===== src/rtl/ip5t_pkg.sv =====
// Shared types, codes and constants of the IPv4 five-tuple extractor.
`default_nettype none

package ip5t_pkg;

	localparam int MAX_CAPTURE_DEF = 2048;
	localparam int QUEUE_DEPTH_DEF = 2;

	// configuration port
	localparam int CFG_IDX_W  = 1;
	localparam int CFG_DATA_W = 2;
	localparam logic [CFG_IDX_W-1:0] REG_LINK_MODE  = 1'd0;
	localparam logic [CFG_IDX_W-1:0] REG_CSUM_CHECK = 1'd1;

	// link header modes
	localparam logic [1:0] MODE_RAW  = 2'd0;
	localparam logic [1:0] MODE_NULL = 2'd1;
	localparam logic [1:0] MODE_ETH  = 2'd2;
	localparam logic [1:0] MODE_BAD  = 2'd3;
	localparam logic [1:0] MODE_RESET = MODE_ETH;
	localparam logic       CSUM_CHECK_RESET = 1'b1;

	// link header lengths
	localparam logic [4:0] LINK_LEN_NONE = 5'd0;
	localparam logic [4:0] LINK_LEN_NULL = 5'd4;
	localparam logic [4:0] LINK_LEN_ETH  = 5'd14;
	localparam logic [4:0] LINK_LEN_VLAN = 5'd18;

	localparam logic [15:0] ETHERTYPE_IPV4 = 16'h0800;
	localparam logic [15:0] ETYPE_VLAN_TAG = 16'h8100;

	localparam logic [7:0] PROTO_ICMP = 8'd1;
	localparam logic [7:0] PROTO_TCP  = 8'd6;
	localparam logic [7:0] PROTO_UDP  = 8'd17;

	localparam logic [3:0]  IP_VERSION_4 = 4'd4;
	localparam logic [15:0] CSUM_GOOD    = 16'hFFFF;

	// transport header bytes that must be captured
	localparam logic [6:0] TCP_MIN_BYTES = 7'd13;
	localparam logic [6:0] L4_MIN_BYTES  = 7'd8;

	// per-packet header state, also the record handed to the back end
	typedef struct packed {
		logic        link_ok;
		logic [4:0]  link_len;
		logic [3:0]  version;
		logic [3:0]  hdr_words;
		logic [3:0]  tcp_doff;
		logic [7:0]  proto;
		logic [31:0] src_ip;
		logic [31:0] dst_ip;
		logic [15:0] l4_sport;
		logic [15:0] l4_dport;
		logic [15:0] total_len;
		logic [15:0] csum;
	} ip5t_hdr_t;

	typedef struct packed {
		logic full;
		logic empty;
	} ip5t_qstat_t;

endpackage

`default_nettype wire


===== src/rtl/ip5t_front.sv =====
// Byte parser: walks link and IPv4/L4 headers, emits a header record per packet.
`default_nettype none

module ip5t_front import ip5t_pkg::*; #(
	parameter int MAX_CAPTURE = MAX_CAPTURE_DEF,
	localparam int OFF_W = $clog2(MAX_CAPTURE + 1)
) (
	input  logic             clk,
	input  logic             arst_n,
	input  logic [1:0]       link_mode,
	input  logic             in_valid,
	output logic             in_stall,
	input  logic [7:0]       pkt_byte,
	input  logic             last_byte,
	input  ip5t_qstat_t      qstat,
	output logic             push,
	output ip5t_hdr_t        push_hdr,
	output logic [OFF_W-1:0] push_off
);

	localparam ip5t_hdr_t HDR_CLEAR = '{link_ok: 1'b1, default: '0};

	// byte positions inside the link header
	localparam logic [OFF_W-1:0] OFF_NULL_TYPE_HI = OFF_W'(2);
	localparam logic [OFF_W-1:0] OFF_NULL_TYPE_LO = OFF_W'(3);
	localparam logic [OFF_W-1:0] OFF_ETH_TYPE_HI  = OFF_W'(12);
	localparam logic [OFF_W-1:0] OFF_ETH_TYPE_LO  = OFF_W'(13);

	// byte positions inside the IP and transport headers
	localparam logic [OFF_W-1:0] IP_TLEN_HI = OFF_W'(2);
	localparam logic [OFF_W-1:0] IP_TLEN_LO = OFF_W'(3);
	localparam logic [OFF_W-1:0] IP_PROTO   = OFF_W'(9);
	localparam logic [OFF_W-1:0] IP_SRC_LO  = OFF_W'(12);
	localparam logic [OFF_W-1:0] IP_DST_LO  = OFF_W'(16);
	localparam logic [OFF_W-1:0] IP_DST_END = OFF_W'(20);
	localparam logic [OFF_W-1:0] L4_SPORT_HI = OFF_W'(0);
	localparam logic [OFF_W-1:0] L4_SPORT_LO = OFF_W'(1);
	localparam logic [OFF_W-1:0] L4_DPORT_HI = OFF_W'(2);
	localparam logic [OFF_W-1:0] L4_DPORT_LO = OFF_W'(3);
	localparam logic [OFF_W-1:0] L4_TCP_DOFF = OFF_W'(12);

	logic [OFF_W-1:0] off_q;
	logic [OFF_W-1:0] off_d;
	ip5t_hdr_t        hdr_q;
	ip5t_hdr_t        nxt;
	logic [7:0]       held_q;
	logic [7:0]       held_d;
	logic             take;
	logic             accept;
	logic [OFF_W-1:0] ip_p;
	logic [3:0]       hw;
	logic [5:0]       hl4;
	logic [OFF_W-1:0] l4_t;
	logic [16:0]      csum_sum;

	assign in_stall = qstat.full;
	assign accept   = in_valid && !in_stall;
	assign take     = off_q < OFF_W'(MAX_CAPTURE);
	assign csum_sum = {1'b0, hdr_q.csum} + {1'b0, held_q, pkt_byte};

	always_comb begin
		nxt    = hdr_q;
		held_d = held_q;
		off_d  = off_q;
		ip_p   = '0;
		hw     = hdr_q.hdr_words;
		hl4    = '0;
		l4_t   = '0;
		if (take) begin
			// link mode is latched on the first byte
			if (off_q == '0) begin
				unique case (link_mode)
					MODE_RAW:  nxt.link_len = LINK_LEN_NONE;
					MODE_NULL: nxt.link_len = LINK_LEN_NULL;
					MODE_ETH:  nxt.link_len = LINK_LEN_ETH;
					MODE_BAD: begin
						nxt.link_len = LINK_LEN_NONE;
						nxt.link_ok  = 1'b0;
					end
				endcase
			end
			if (nxt.link_len == LINK_LEN_NULL && off_q == OFF_NULL_TYPE_HI)
				held_d = pkt_byte;
			if (nxt.link_len == LINK_LEN_NULL && off_q == OFF_NULL_TYPE_LO &&
					{held_q, pkt_byte} != ETHERTYPE_IPV4)
				nxt.link_ok = 1'b0;
			if (nxt.link_len == LINK_LEN_ETH && off_q == OFF_ETH_TYPE_HI)
				held_d = pkt_byte;
			if (nxt.link_len == LINK_LEN_ETH && off_q == OFF_ETH_TYPE_LO) begin
				if ({held_q, pkt_byte} == ETYPE_VLAN_TAG)
					nxt.link_len = LINK_LEN_VLAN;
				else if ({held_q, pkt_byte} != ETHERTYPE_IPV4)
					nxt.link_ok = 1'b0;
			end

			if (off_q >= OFF_W'(nxt.link_len)) begin
				ip_p = off_q - OFF_W'(nxt.link_len);
				hw   = (ip_p == '0) ? pkt_byte[3:0] : hdr_q.hdr_words;
				hl4  = {hw, 2'b00};
				l4_t = ip_p - OFF_W'(hl4);

				if (ip_p == '0) begin
					nxt.version   = pkt_byte[7:4];
					nxt.hdr_words = pkt_byte[3:0];
				end
				if (ip_p == IP_TLEN_HI)
					nxt.total_len = {pkt_byte, 8'h00};
				if (ip_p == IP_TLEN_LO)
					nxt.total_len = hdr_q.total_len | {8'h00, pkt_byte};
				if (ip_p == IP_PROTO)
					nxt.proto = pkt_byte;
				if (ip_p >= IP_SRC_LO && ip_p < IP_DST_LO)
					nxt.src_ip = {hdr_q.src_ip[23:0], pkt_byte};
				if (ip_p >= IP_DST_LO && ip_p < IP_DST_END)
					nxt.dst_ip = {hdr_q.dst_ip[23:0], pkt_byte};

				if (ip_p < OFF_W'(hl4)) begin
					// ones-complement sum over 16-bit header words
					if (!ip_p[0])
						held_d = pkt_byte;
					else
						nxt.csum = csum_sum[15:0] + {15'd0, csum_sum[16]};
				end else begin
					if (l4_t == L4_SPORT_HI)
						nxt.l4_sport = {pkt_byte, 8'h00};
					if (l4_t == L4_SPORT_LO)
						nxt.l4_sport = hdr_q.l4_sport | {8'h00, pkt_byte};
					if (l4_t == L4_DPORT_HI)
						nxt.l4_dport = {pkt_byte, 8'h00};
					if (l4_t == L4_DPORT_LO)
						nxt.l4_dport = hdr_q.l4_dport | {8'h00, pkt_byte};
					if (l4_t == L4_TCP_DOFF)
						nxt.tcp_doff = pkt_byte[7:4];
				end
			end
			off_d = off_q + OFF_W'(1);
		end
	end

	assign push     = accept && last_byte;
	assign push_hdr = nxt;
	assign push_off = off_d;

	always_ff @(posedge clk or negedge arst_n) begin
		if (!arst_n) begin
			off_q  <= '0;
			hdr_q  <= HDR_CLEAR;
			held_q <= '0;
		end else if (accept) begin
			if (last_byte) begin
				off_q  <= '0;
				hdr_q  <= HDR_CLEAR;
				held_q <= '0;
			end else begin
				off_q  <= off_d;
				hdr_q  <= nxt;
				held_q <= held_d;
			end
		end
	end

endmodule

`default_nettype wire


===== src/rtl/ip5t_queue.sv =====
// Short FIFO of per-packet header records between parser and result stage.
`default_nettype none

module ip5t_queue import ip5t_pkg::*; #(
	parameter int WIDTH = $bits(ip5t_hdr_t),
	parameter int DEPTH = QUEUE_DEPTH_DEF,
	localparam int PTR_W = (DEPTH > 1) ? $clog2(DEPTH) : 1,
	localparam int CNT_W = $clog2(DEPTH + 1)
) (
	input  logic             clk,
	input  logic             arst_n,
	input  logic             push,
	input  logic [WIDTH-1:0] push_data,
	input  logic             pop,
	output logic [WIDTH-1:0] pop_data,
	output ip5t_qstat_t      qstat
);

	logic [WIDTH-1:0] slot_q [DEPTH];
	logic [PTR_W-1:0] wr_q;
	logic [PTR_W-1:0] rd_q;
	logic [CNT_W-1:0] cnt_q;

	assign qstat.full  = cnt_q == CNT_W'(DEPTH);
	assign qstat.empty = cnt_q == '0;
	assign pop_data    = slot_q[rd_q];

	always_ff @(posedge clk) begin
		if (push)
			slot_q[wr_q] <= push_data;
	end

	always_ff @(posedge clk or negedge arst_n) begin
		if (!arst_n) begin
			wr_q  <= '0;
			rd_q  <= '0;
			cnt_q <= '0;
		end else begin
			if (push)
				wr_q <= (wr_q == PTR_W'(DEPTH - 1)) ? '0 : wr_q + PTR_W'(1);
			if (pop)
				rd_q <= (rd_q == PTR_W'(DEPTH - 1)) ? '0 : rd_q + PTR_W'(1);
			if (push && !pop)
				cnt_q <= cnt_q + CNT_W'(1);
			else if (pop && !push)
				cnt_q <= cnt_q - CNT_W'(1);
		end
	end

`ifndef SYNTHESIS
	a_no_overflow: assert property (@(posedge clk) disable iff (!arst_n)
		push |-> !qstat.full)
		else $error("push into full header queue");
	a_no_underflow: assert property (@(posedge clk) disable iff (!arst_n)
		pop |-> !qstat.empty)
		else $error("pop from empty header queue");
	a_push_lands: assert property (@(posedge clk) disable iff (!arst_n)
		(push && !pop) |=> !qstat.empty)
		else $error("pushed record missing from header queue");
`endif

endmodule

`default_nettype wire


===== src/rtl/ip5t_back.sv =====
// Result stage: final header checks and the registered result beat.
`default_nettype none

module ip5t_back import ip5t_pkg::*; #(
	parameter int MAX_CAPTURE = MAX_CAPTURE_DEF,
	localparam int OFF_W = $clog2(MAX_CAPTURE + 1)
) (
	input  logic             clk,
	input  logic             arst_n,
	input  logic             csum_check,
	input  ip5t_qstat_t      qstat,
	input  ip5t_hdr_t        head_hdr,
	input  logic [OFF_W-1:0] head_off,
	output logic             pop,
	output logic             out_valid,
	input  logic             out_stall,
	output logic             valid_res,
	output logic [31:0]      src_ip,
	output logic [31:0]      dst_ip,
	output logic [15:0]      l4_sport,
	output logic [15:0]      l4_dport,
	output logic [7:0]       protocol,
	output logic [15:0]      ip_total_length
);

	logic             out_valid_q;
	logic             valid_res_q;
	logic [31:0]      src_ip_q;
	logic [31:0]      dst_ip_q;
	logic [15:0]      l4_sport_q;
	logic [15:0]      l4_dport_q;
	logic [7:0]       proto_q;
	logic [15:0]      tlen_q;

	logic             link_fit;
	logic [OFF_W-1:0] ip_len;
	logic [6:0]       hl4;
	logic [6:0]       tcp_need;
	logic [6:0]       tcp_min;
	logic [6:0]       l4_min;
	logic             l4_ok;
	logic             ok;
	logic             ported;

	assign link_fit = head_off >= OFF_W'(head_hdr.link_len);
	assign ip_len   = head_off - OFF_W'(head_hdr.link_len);
	assign hl4      = {1'b0, head_hdr.hdr_words, 2'b00};
	assign tcp_need = hl4 + {1'b0, head_hdr.tcp_doff, 2'b00};
	assign tcp_min  = hl4 + TCP_MIN_BYTES;
	assign l4_min   = hl4 + L4_MIN_BYTES;

	always_comb begin
		l4_ok = 1'b1;
		unique if (head_hdr.proto == PROTO_TCP)
			l4_ok = ip_len >= OFF_W'(tcp_min) && ip_len >= OFF_W'(tcp_need);
		else if (head_hdr.proto == PROTO_UDP || head_hdr.proto == PROTO_ICMP)
			l4_ok = ip_len >= OFF_W'(l4_min);
		else
			l4_ok = 1'b1;
	end

	assign ok = head_hdr.link_ok && link_fit && ip_len >= OFF_W'(hl4) &&
		head_hdr.version == IP_VERSION_4 &&
		!(csum_check && head_hdr.csum != CSUM_GOOD) && l4_ok;
	assign ported = head_hdr.proto == PROTO_TCP || head_hdr.proto == PROTO_UDP;

	// output register frees as soon as the current beat is taken
	assign pop = !qstat.empty && (!out_valid_q || !out_stall);

	always_ff @(posedge clk or negedge arst_n) begin
		if (!arst_n) begin
			out_valid_q <= 1'b0;
		end else if (pop) begin
			out_valid_q <= 1'b1;
		end else if (!out_stall) begin
			out_valid_q <= 1'b0;
		end
	end

	always_ff @(posedge clk) begin
		if (pop) begin
			valid_res_q <= ok;
			src_ip_q    <= ok ? head_hdr.src_ip : '0;
			dst_ip_q    <= ok ? head_hdr.dst_ip : '0;
			l4_sport_q  <= (ok && ported) ? head_hdr.l4_sport : '0;
			l4_dport_q  <= (ok && ported) ? head_hdr.l4_dport : '0;
			proto_q     <= ok ? head_hdr.proto : '0;
			tlen_q      <= ok ? head_hdr.total_len : '0;
		end
	end

	assign out_valid       = out_valid_q;
	assign valid_res       = valid_res_q;
	assign src_ip          = src_ip_q;
	assign dst_ip          = dst_ip_q;
	assign l4_sport        = l4_sport_q;
	assign l4_dport        = l4_dport_q;
	assign protocol        = proto_q;
	assign ip_total_length = tlen_q;

endmodule

`default_nettype wire


===== src/rtl/ipv4_five_tuple_extractor_core.sv =====
// Top level of the IPv4 five-tuple extractor: config registers and block wiring.
// Usage:
//  - Input channel (in_valid/in_stall): one captured packet byte per beat, link
//    header first, last_byte set on the final byte of the packet.
//  - Output channel (out_valid/out_stall): one result beat per packet, carrying
//    valid_res and, for a valid packet, addresses, ports (TCP/UDP only),
//    protocol and IP total length; all fields are zero for an invalid packet.
//  - Config port: cfg_wr_en writes cfg_data into register cfg_index
//    (0 link header mode, 1 checksum check); write only while idle.
//  - Throughput: one byte per cycle unless stalled, back-to-back packets, no gap.
//  - The last byte's record is written into the record queue, then popped
//    into the registered result stage once that stage is free.
//  - Only the first MAX_CAPTURE bytes of a packet are parsed; later bytes are
//    taken and dropped, and the counted length saturates there.
//  - A QUEUE_DEPTH-entry record queue sits between parser and result stage;
//    in_stall rises only when that queue is full, i.e. once out_stall holds
//    one result in the output register and QUEUE_DEPTH more packets have ended.
//  - Reset: link mode Ethernet, checksum check on, parser at packet start,
//    queue and output empty.
`default_nettype none

module ipv4_five_tuple_extractor_core import ip5t_pkg::*; #(
	parameter int MAX_CAPTURE = MAX_CAPTURE_DEF,
	parameter int QUEUE_DEPTH = QUEUE_DEPTH_DEF
) (
	input  logic                  clk,
	input  logic                  arst_n,
	input  logic                  cfg_wr_en,
	input  logic [CFG_IDX_W-1:0]  cfg_index,
	input  logic [CFG_DATA_W-1:0] cfg_data,
	input  logic                  in_valid,
	output logic                  in_stall,
	input  logic [7:0]            pkt_byte,
	input  logic                  last_byte,
	output logic                  out_valid,
	input  logic                  out_stall,
	output logic                  valid_res,
	output logic [31:0]           src_ip,
	output logic [31:0]           dst_ip,
	output logic [15:0]           l4_sport,
	output logic [15:0]           l4_dport,
	output logic [7:0]            protocol,
	output logic [15:0]           ip_total_length
);

	localparam int OFF_W = $clog2(MAX_CAPTURE + 1);
	localparam int QW    = $bits(ip5t_hdr_t) + OFF_W;

	logic [1:0]       link_mode_q;
	logic             csum_check_q;

	logic             push;
	ip5t_hdr_t        push_hdr;
	logic [OFF_W-1:0] push_off;
	logic             pop;
	logic [QW-1:0]    head_data;
	ip5t_hdr_t        head_hdr;
	logic [OFF_W-1:0] head_off;
	ip5t_qstat_t      qstat;

	// configuration registers
	always_ff @(posedge clk or negedge arst_n) begin
		if (!arst_n) begin
			link_mode_q  <= MODE_RESET;
			csum_check_q <= CSUM_CHECK_RESET;
		end else if (cfg_wr_en) begin
			unique case (cfg_index)
				REG_LINK_MODE:  link_mode_q  <= cfg_data[1:0];
				REG_CSUM_CHECK: csum_check_q <= cfg_data[0];
			endcase
		end
	end

	// front: byte parser
	ip5t_front #(
		.MAX_CAPTURE (MAX_CAPTURE)
	) u_front (
		.clk       (clk),
		.arst_n    (arst_n),
		.link_mode (link_mode_q),
		.in_valid  (in_valid),
		.in_stall  (in_stall),
		.pkt_byte  (pkt_byte),
		.last_byte (last_byte),
		.qstat     (qstat),
		.push      (push),
		.push_hdr  (push_hdr),
		.push_off  (push_off)
	);

	// record queue decouples parser from result stage
	ip5t_queue #(
		.WIDTH (QW),
		.DEPTH (QUEUE_DEPTH)
	) u_queue (
		.clk       (clk),
		.arst_n    (arst_n),
		.push      (push),
		.push_data ({push_hdr, push_off}),
		.pop       (pop),
		.pop_data  (head_data),
		.qstat     (qstat)
	);

	assign head_hdr = head_data[QW-1:OFF_W];
	assign head_off = head_data[OFF_W-1:0];

	// back: checks and result beat
	ip5t_back #(
		.MAX_CAPTURE (MAX_CAPTURE)
	) u_back (
		.clk             (clk),
		.arst_n          (arst_n),
		.csum_check      (csum_check_q),
		.qstat           (qstat),
		.head_hdr        (head_hdr),
		.head_off        (head_off),
		.pop             (pop),
		.out_valid       (out_valid),
		.out_stall       (out_stall),
		.valid_res       (valid_res),
		.src_ip          (src_ip),
		.dst_ip          (dst_ip),
		.l4_sport        (l4_sport),
		.l4_dport        (l4_dport),
		.protocol        (protocol),
		.ip_total_length (ip_total_length)
	);

endmodule

`default_nettype wire


===== config.mk =====
export PLATFORM = sky130hd
export DESIGN_NAME = ipv4_five_tuple_extractor_core
export DESIGN_NICKNAME = d
export VERILOG_FILES = /design/src/rtl/ip5t_pkg.sv /design/src/rtl/ip5t_front.sv /design/src/rtl/ip5t_queue.sv /design/src/rtl/ip5t_back.sv /design/src/rtl/ipv4_five_tuple_extractor_core.sv
export SDC_FILE = /design/constraint.sdc
export NUM_CORES = 1
export LEC_CHECK = 0
export BUFFER_PORTS_ARGS = -buffer_cell sky130_fd_sc_hd__buf_2
export CORE_MARGIN = 2
export CORE_UTILIZATION = 55
export DETAILED_ROUTE_END_ITERATION = 10
export GPL_TIMING_DRIVEN = 0
export PLACE_DENSITY = 0.75
export SLEW_MARGIN = 30
export SYNTH_ARGS = -nofsm -noshare
export SYNTH_HDL_FRONTEND = slang
export SYNTH_HIERARCHICAL = 1
export SYNTH_SLANG_ARGS = --single-unit

===== constraint.sdc =====
create_clock -name clk -period 8.7 [get_ports clk]
set_clock_uncertainty 0.2 [all_clocks]
set_input_delay 1.74 -clock clk [delete_from_list [all_inputs] [get_ports clk]]
set_output_delay 1.74 -clock clk [all_outputs]
set_load 0.05 [all_outputs]

==> impl_metrics.json, run 1 <==
{
  "status": "finished, final reports clean",
  "ys_seq_area_frac": 0.5955,
  "synth_cells": 2284,
  "synth_top_area_cell": "edfxtp_1",
  "grt_max_degree": 71,
  "critical-path-max-stage-delay_ns": 0.44,
  "drt-initial-drc-count": 1898,
  "drt_first_pass_iters": 6,
  "worst_pin_slew_ns": 1.037,
  "synth_top_area_share": 0.4461,
  "grt_first_pass_wirelength_mm": 111.7,
  "dieHeight_um": 239.5,
  "cts_made_buffers": 67,
  "syn_nets": 2370,
  "fmax_ghz": 0.1208,
  "power.density_cell_area_mw_per_mm2": 361.9,
  "setup_viol": 0,
  "via_count": 19961,
  "synth_top_cells_by_area": "edfxtp_1 45%, dfrtp_1 15%, mux2_4 6.6%",
  "synth_edf_count": 453,
  "final_layout_size_suffix_gt1_frac": 0.2320,
  "crit_type": "in -> reg",
  "synth_top_family_by_area": "multiplexers",
  "hp-class": "reg -> reg",
  "period_minus_slack_ns": 8.280,
  "drtAntennaViolNets": 0,
  "grt_pass1_vias": 19459,
  "antenna_found_initial": 3,
  "synth-simple-area-share": 0.1064,
  "rsz0062_at_grt": "false",
  "cp_top_family": "simple AND/OR/NAND/NOR gates",
  "drt-total-wl_mm": 73.00,
  "place_hpwl_mm": 51.67,
  "cts_tree": "built",
  "crit_slowest_cell": "a2111oi_4",
  "tns_ns": 0,
  "drv_cap": 0,
  "multiInputGateArea_mm2": 0.01148,
  "dieArea_mm2": 0.05735,
  "avgSynthCellArea_um2": 13.35,
  "ctsHoldBuffers": 0,
  "die_w_um": 239.5,
  "ios": 140,
  "hold_violations": 0,
  "muxShareOfSynthArea": 0.1174,
  "area_growth_syn_to_layout_pct": 14.48,
  "p_leak_nw": 14.45,
  "synthXorXnorAreaFrac": 0.01633,
  "initial_core_util": 0.5546,
  "rows": 86,
  "grt.total_usage": 0.2543,
  "antennaDiodeCount": 0,
  "synth_compound_area_frac": 0.1040,
  "vdd_drop_max_mv": 0.2128,
  "cp.arrival_ns": 8.45,
  "post-route-drc-count": 0,
  "critPathBufInv": 5,
  "synth_warnings": 6,
  "clk_path_buf_depth": 3,
  "overflow": 0,
  "synth_fa_ha_area_frac": 0.02954,
  "fill_cells": 4001,
  "post-route-period-util": 0.9517,
  "port-buffer-count": 138,
  "startpoint_type": "input pin",
  "ys_ff_latch": 635,
  "path_clk_slew_ns": 0.06,
  "syn_area_mm2": 0.03050,
  "nets": 2597,
  "place_congestion": 0.9174,
  "regArea_mm2": 0.01816,
  "required_ns": 8.87,
  "crit_fanout": 10,
  "synthFlopType": "edfxtp_1",
  "clock_latency_ns": 0.60,
  "slew_headroom": 0.3088,
  "async_flop_share": 0.2866,
  "root_buffer": "clkbuf_16",
  "cts_sinks": 635,
  "synth_cell_types": 91,
  "htree_num_levels": 3,
  "maxSlewViolCount": 0,
  "cp_common_cell": "a21o_1",
  "cp-end-kind": "register",
  "final_util": 0.6349,
  "core_mm2": 0.05499,
  "fin_area_mm2": 0.03491,
  "place_area_mm2": 0.03268,
  "wl_per_cell_um": 22.03,
  "vias_per_cell": 6.025
}
==> worst min-delay path, delay by kind of cell, from the launching register on <==
| family | cells | cell delay [ns] |
|---|---|---|
| AO/OA/AOI/OAI | 1 | 0.06 |
| AND/OR/NAND/NOR | 1 | 0.04 |
| flip-flops | 1 | 0.33 |
==> cell type report <==
| cell class | count | area share |
|---|---|---|
| sequential | 635 | 0.5202 |
| multi-input combinational | 1457 | 0.3287 |
| clock buffer | 97 | 0.05483 |
| timing repair buffer | 165 | 0.03570 |
| tap | 748 | 0.02681 |
| buffer | 140 | 0.02129 |
| clock inverter | 26 | 0.007598 |
| inverter | 45 | 0.004838 |
==> flip-flops by register name (all words and copies together), names as in the netlist <==
register	count
csum_check_q	1
u_queue/slot_q	332
link_mode_q	2
u_back/l4_sport	16
u_queue/cnt_q	2
u_front/held_q	8
u_back/dst_ip	32
u_back/src_ip	32
u_front/hdr_q	154
u_back/protocol	8
u_queue/wr_q	1
u_queue/rd_q	1
u_back/l4_dport	16
u_front/off_q	12
u_back/valid_res	1
u_back/out_valid	1
u_back/ip_total_length	16
==> timing repair <==
action	CTS	global route
buffers inserted	1	4
endpoints found under the setup margin	97	154
pin swaps	1	2
resized for setup	5	4
endpoints found under the hold margin	0	0
==> cell usage after synthesis (8+ instances only) <==
| cell type | number |
|---|---|
| a31oi_1 | 49 |
| mux2i_1 | 19 |
| buf_2 | 15 |
| o21a_1 | 8 |
| ha_1 | 64 |
| nand2b_1 | 37 |
| clkbuf_1 | 97 |
| nand3_1 | 16 |
| or4_1 | 8 |
| nor2_1 | 98 |
| a221o_1 | 16 |
| or3_1 | 14 |
| a22oi_1 | 35 |
| a22o_1 | 47 |
| mux2_2 | 115 |
| and4_1 | 8 |
| nor4_1 | 13 |
| o31ai_1 | 10 |
| dfrtp_1 | 179 |
| a21oi_1 | 79 |
| o21ai_0 | 97 |
| nand4_1 | 16 |
| and2_1 | 100 |
| a21o_1 | 39 |
| nor3b_1 | 9 |
| xor2_1 | 25 |
| edfxtp_1 | 453 |
| xnor2_1 | 30 |
| nand2_1 | 128 |
| inv_1 | 45 |
| nor2b_1 | 31 |
| mux2_4 | 135 |
| and3_1 | 68 |
| buf_6 | 18 |
| nor3_1 | 26 |
==> metal layers <==
layer  part of all wire  vias up  track usage
met3              0.068      157      0.03895
li1                   -     9063            -
met2               0.48      857       0.4205
met5            0.00015        -            0
met1               0.41     9882       0.3392
met4              0.037        2       0.1008
==> power by group <==
group	internal, W	leakage [nW]	switching (W)
logic	0.00201	6.66	0.00343
clock network	0.00166	1.06	0.00115
registers	0.00408	6.74	0.000300
total	0.00775	14.4	0.00488
==> layout by cell type (no fill, tap or decap), drive strengths merged, types with 64 or more instances in the layout <==
| cell type | count |
|---|---|
| edfxtp | 453 |
| mux2 | 256 |
| buf | 208 |
| clkbuf | 194 |
| dfrtp | 179 |
| nand2 | 128 |
| and2 | 102 |
| o21ai | 100 |
| nor2 | 99 |
| a21oi | 79 |
| and3 | 68 |
| ha | 64 |
==> cells by family after synthesis <==
logic type,Yosys count
compound gates,459
xor+xnor,56
fa+ha+maj,69
buf+inv,192
flops,635
mux,275
simple gates,598
==> through the flow <==
step | total power (W) | hold slack, ns | setup slack (ns) | instances
2_1_floorplan | 0.008356 | 0.2418 | 0.8559 | 2284
3_3_place_gp | 0.009535 | 0.2556 | -1.624 | 3170
3_5_place_dp | 0.009754 | 0.2630 | -0.9532 | 3192
4_1_cts | 0.01261 | 0.2765 | 0.05834 | 3316
5_1_grt | 0.01326 | 0.3060 | 0.1012 | 3313
6_report | 0.01263 | 0.2718 | 0.4202 | 3313
==> worst paths after layout <==
kind	startpoint	to	slack, ns	depth (start not counted)
worst min register to register	u_front/hdr_q[141]$_DFFE_PN0P_	u_front/hdr_q[141]$_DFFE_PN0P_	0.27	2
worst max-delay path	pkt_byte[6]	u_queue/slot_q[0][57]$_DFFE_PP_	0.42	25
max in group asynchronous	arst_n	u_front/hdr_q[116]$_DFFE_PN0P_	6.37	3
worst max register to register	u_front/off_q[0]$_DFFE_PN0P_	u_queue/slot_q[0][57]$_DFFE_PP_	0.53	29
worst min-delay path	u_front/hdr_q[141]$_DFFE_PN0P_	u_front/hdr_q[141]$_DFFE_PN0P_	0.27	2
min in group asynchronous	arst_n	u_front/hdr_q[1]$_DFFE_PN0P_	0.83	1
No activity file was read; power rests on OpenSTA's default activity.
==> inputs of run 2 (changes only) <==
--- a/config.mk
+++ b/config.mk
@@ -10,9 +10,8 @@
 export CORE_UTILIZATION = 55
 export DETAILED_ROUTE_END_ITERATION = 10
 export GPL_TIMING_DRIVEN = 0
-export PLACE_DENSITY = 0.75
+export PLACE_DENSITY = 0.76
 export SLEW_MARGIN = 30
 export SYNTH_ARGS = -nofsm -noshare
 export SYNTH_HDL_FRONTEND = slang
-export SYNTH_HIERARCHICAL = 1
 export SYNTH_SLANG_ARGS = --single-unit
==> impl_metrics.json, run 2 <==
{
  "yosysMostFrequentCell": "edfxtp_1",
  "final_common_cell": "edfxtp_1",
  "use_met2": 0.4056,
  "final_layout_size_suffix_gt1_frac": 0.1961,
  "post-route-period-util": 0.9512,
  "rows": 82,
  "crit_type": "in -> reg",
  "use_met1": 0.3320,
  "status": "finished, final reports clean",
  "cts_sinks": 635,
  "antenna_found_initial": 1,
  "vias_per_cell": 5.938,
  "synth_top_cells_by_count": "453 x edfxtp_1, 179 x dfrtp_1, 170 x nor2_1, 156 x nand2_1, 133 x mux2i_1",
  "grt_max_degree": 75,
  "place_hpwl_mm": 44.88,
  "mostFrequentLayoutCells": "453 x edfxtp_1, 179 x dfrtp_1, 168 x nor2_1",
  "worstRegToRegCells": 28,
  "synth_top_area_share": 0.4933,
  "r2r_slack_ns": 0.48,
  "die_w_um": 227.9,
  "ys_ff_latch": 635,
  "port-buffer-count": 138,
  "ios": 140,
  "fin_ws_ns": 0.4248,
  "required_ns": 8.85,
  "largest_register": "u_queue.slot_q",
  "overflow": 0,
  "top_regs": "u_queue.slot_q x332, u_front.hdr_q x154",
  "worst_pin_slew_ns": 1.041,
  "post-place-ws_ns": -1.165,
  "synth_edf_count": 453,
  "drv_cap": 0,
  "dieHeight_um": 227.9,
  "async_flop_share": 0.2866,
  "path_clk_slew_ns": 0.06,
  "place_congestion": 0.8490,
  "drt_first_pass_iters": 5,
  "clk_path_buf_depth": 3,
  "htree_num_levels": 2,
  "min_from": "u_front.hdr_q[40]$_DFFE_PN0P_",
  "fin_cells": 2946,
  "largest_reg_flops": 332,
  "root_buffer": "clkbuf_16",
  "wl_per_cell_um": 22.06,
  "grt_first_pass_wirelength_mm": 100.4,
  "tns_ns": 0,
  "syn_nets": 2083,
  "synth_top_cells_by_area": "edfxtp_1 49%, dfrtp_1 16%, mux2_2 4.9%",
  "critical-path-max-stage-delay_ns": 0.53,
  "total_power_w": 0.01008,
  "drtAntennaViolNets": 0,
  "crit_fanout": 8,
  "setup_viol": 0,
  "power_frac_comb": 0.350,
  "grt.total_usage": 0.2502,
  "r2r_start": "u_front.off_q[0]$_DFFE_PN0P_",
  "timing.hold.ws_ns": 0.2811,
  "critPathBufInv": 4,
  "cp_top_family": "simple AND/OR/NAND/NOR gates",
  "cp.arrival_ns": 8.43,
  "syn_area_mm2": 0.02758,
  "min_to": "u_front.hdr_q[40]$_DFFE_PN0P_",
  "cts_tree": "built",
  "hold_violations": 0,
  "grt_pass1_vias": 17466,
  "ctsHoldBuffers": 0,
  "ys_seq_area_frac": 0.6586,
  "power.internal_w": 0.006402,
  "nets": 2310,
  "synth_warnings": 0,
  "via_count": 17493,
  "drt-initial-drc-count": 1704,
  "period_minus_slack_ns": 8.275,
  "drt-total-wl_mm": 65.00,
  "slew_headroom": 0.3036,
  "vdd_drop_max_mv": 0.2030,
  "cp-end-kind": "register",
  "swShare": 0.3648,
  "power.density_cell_area_mw_per_mm2": 316.8,
  "synthFlopType": "edfxtp_1",
  "synth_cells": 1997,
  "grt.busiest_layer": "met2",
  "area_growth_syn_to_layout_pct": 15.36,
  "clock_latency_ns": 0.64,
  "cts_made_buffers": 58,
  "place_inst": 2824,
  "initial_core_util": 0.5530,
  "avgSynthCellArea_um2": 13.81,
  "grt_util_met3": 0.05000,
  "hp-class": "reg -> reg",
  "startpoint_type": "input pin",
  "antennaDiodeCount": 0,
  "post-route-drc-count": 0,
  "rsz0062_at_grt": "false",
  "netSwitchingPower_w": 0.003676,
  "clkPwrFrac": 0.261,
  "r2r-end": "u_queue.slot_q[1][24]$_DFFE_PP_",
  "crit_slowest_cell": "nor4_2",
  "hold_depth": 2,
  "core_mm2": 0.04986,
  "synth_cell_types": 79,
  "fmax_ghz": 0.1208,
  "maxSlewViolCount": 0,
  "p_leak_nw": 12.81,
  "dieArea_mm2": 0.05195,
  "synth_top_area_cell": "edfxtp_1",
  "seqPwrFrac": 0.389
}
==> run 2: cells by family (layout without fill, tap and decap cells) <==
| kind of cell | count (synthesis) | in the layout | synth area share |
|---|---|---|---|
| AOI/OAI and AO/OA | 366 | 366 | 0.09143 |
| DFF | 635 | 635 | 0.6586 |
| adders and majority gates | 69 | 69 | 0.03267 |
| muxes | 258 | 258 | 0.09932 |
| xor gates and xnor gates | 58 | 58 | 0.01842 |
| and+or+nand+nor | 477 | 477 | 0.07963 |
| buffers and inverters | 134 | 411 | 0.01996 |
==> run 2: cell type report <==
class,count,area [um2]
Sequential cell,635,18160
Fill cell,3623,18050
Multi-Input combinational cell,1228,9025
Clock buffer,84,1662
Timing Repair Buffer,167,1204
Tap cell,672,840.8
Buffer,93,424.2
Clock inverter,26,334.1
Inverter,41,161.4
==> run 2: repair_timing <==
action                                  CTS  global route
endpoints found under the setup margin  164           245
pin swaps                                 4             3
setup buffers                             6             6
cloned                                    0             0
resized for setup                         7            29
==> run 2: worst max-delay path by stage <==
stage,from,to,slack [ns],depth (start not counted)
6_report,pkt_byte[6],u_queue.slot_q[1][24]$_DFFE_PP_,0.42,25
5_1_grt,pkt_byte[0],u_front.hdr_q[13]$_DFFE_PN0P_,0.008,27
4_1_cts,u_front.off_q[0]$_DFFE_PN0P_,u_queue.slot_q[1][46]$_DFFE_PP_,0.03,31
3_5_place_dp,pkt_byte[6],u_queue.slot_q[0][75]$_DFFE_PP_,-1.17,26
3_3_place_gp,last_byte,u_queue.slot_q[0][125]$_DFFE_PP_,-1.71,4
2_1_floorplan,pkt_byte[1],u_queue.slot_q[0][75]$_DFFE_PP_,0.54,25
==> run 2: worst register-to-register path: cells and delay by family, from the launching register on <==
family                   cells  cell delay [ns]
adder cells (fa/ha/maj)      4             1.21
AO/OA/AOI/OAI                6             1.65
flip-flops                   1             0.46
multiplexers                 3             1.06
AND/OR/NAND/NOR             11             2.82
buffers and inverters        4             0.56
==> run 2: routing by layer <==
metal  vias up  routed length [um]
li1       7954                   -
met1      8717               26550
met2       688               31120
met3       132                4774
met4         2                2540
met5         -                  18
==> run 2: power groups by stage <==
stage | clock [W] | combinational (W) | sequential (W)
global route | 0.00279 | 0.00381 | 0.00396
global placement | 0 | 0.00319 | 0.00405
finish | 0.00263 | 0.00353 | 0.00392
detailed placement | 0 | 0.00335 | 0.00398
CTS | 0.00266 | 0.00341 | 0.00392
floorplan | 0 | 0.00179 | 0.00465
==> run 2: stage by stage <==
| step | util | instance area [um2] |
|---|---|---|
| 6_report | 0.6380 | 31810 |
| 5_1_grt | 0.6380 | 31810 |
| 4_1_cts | 0.6347 | 31650 |
| 3_5_place_dp | 0.5930 | 29570 |
| 3_3_place_gp | 0.5838 | 29110 |
| 2_1_floorplan | - | 27580 |
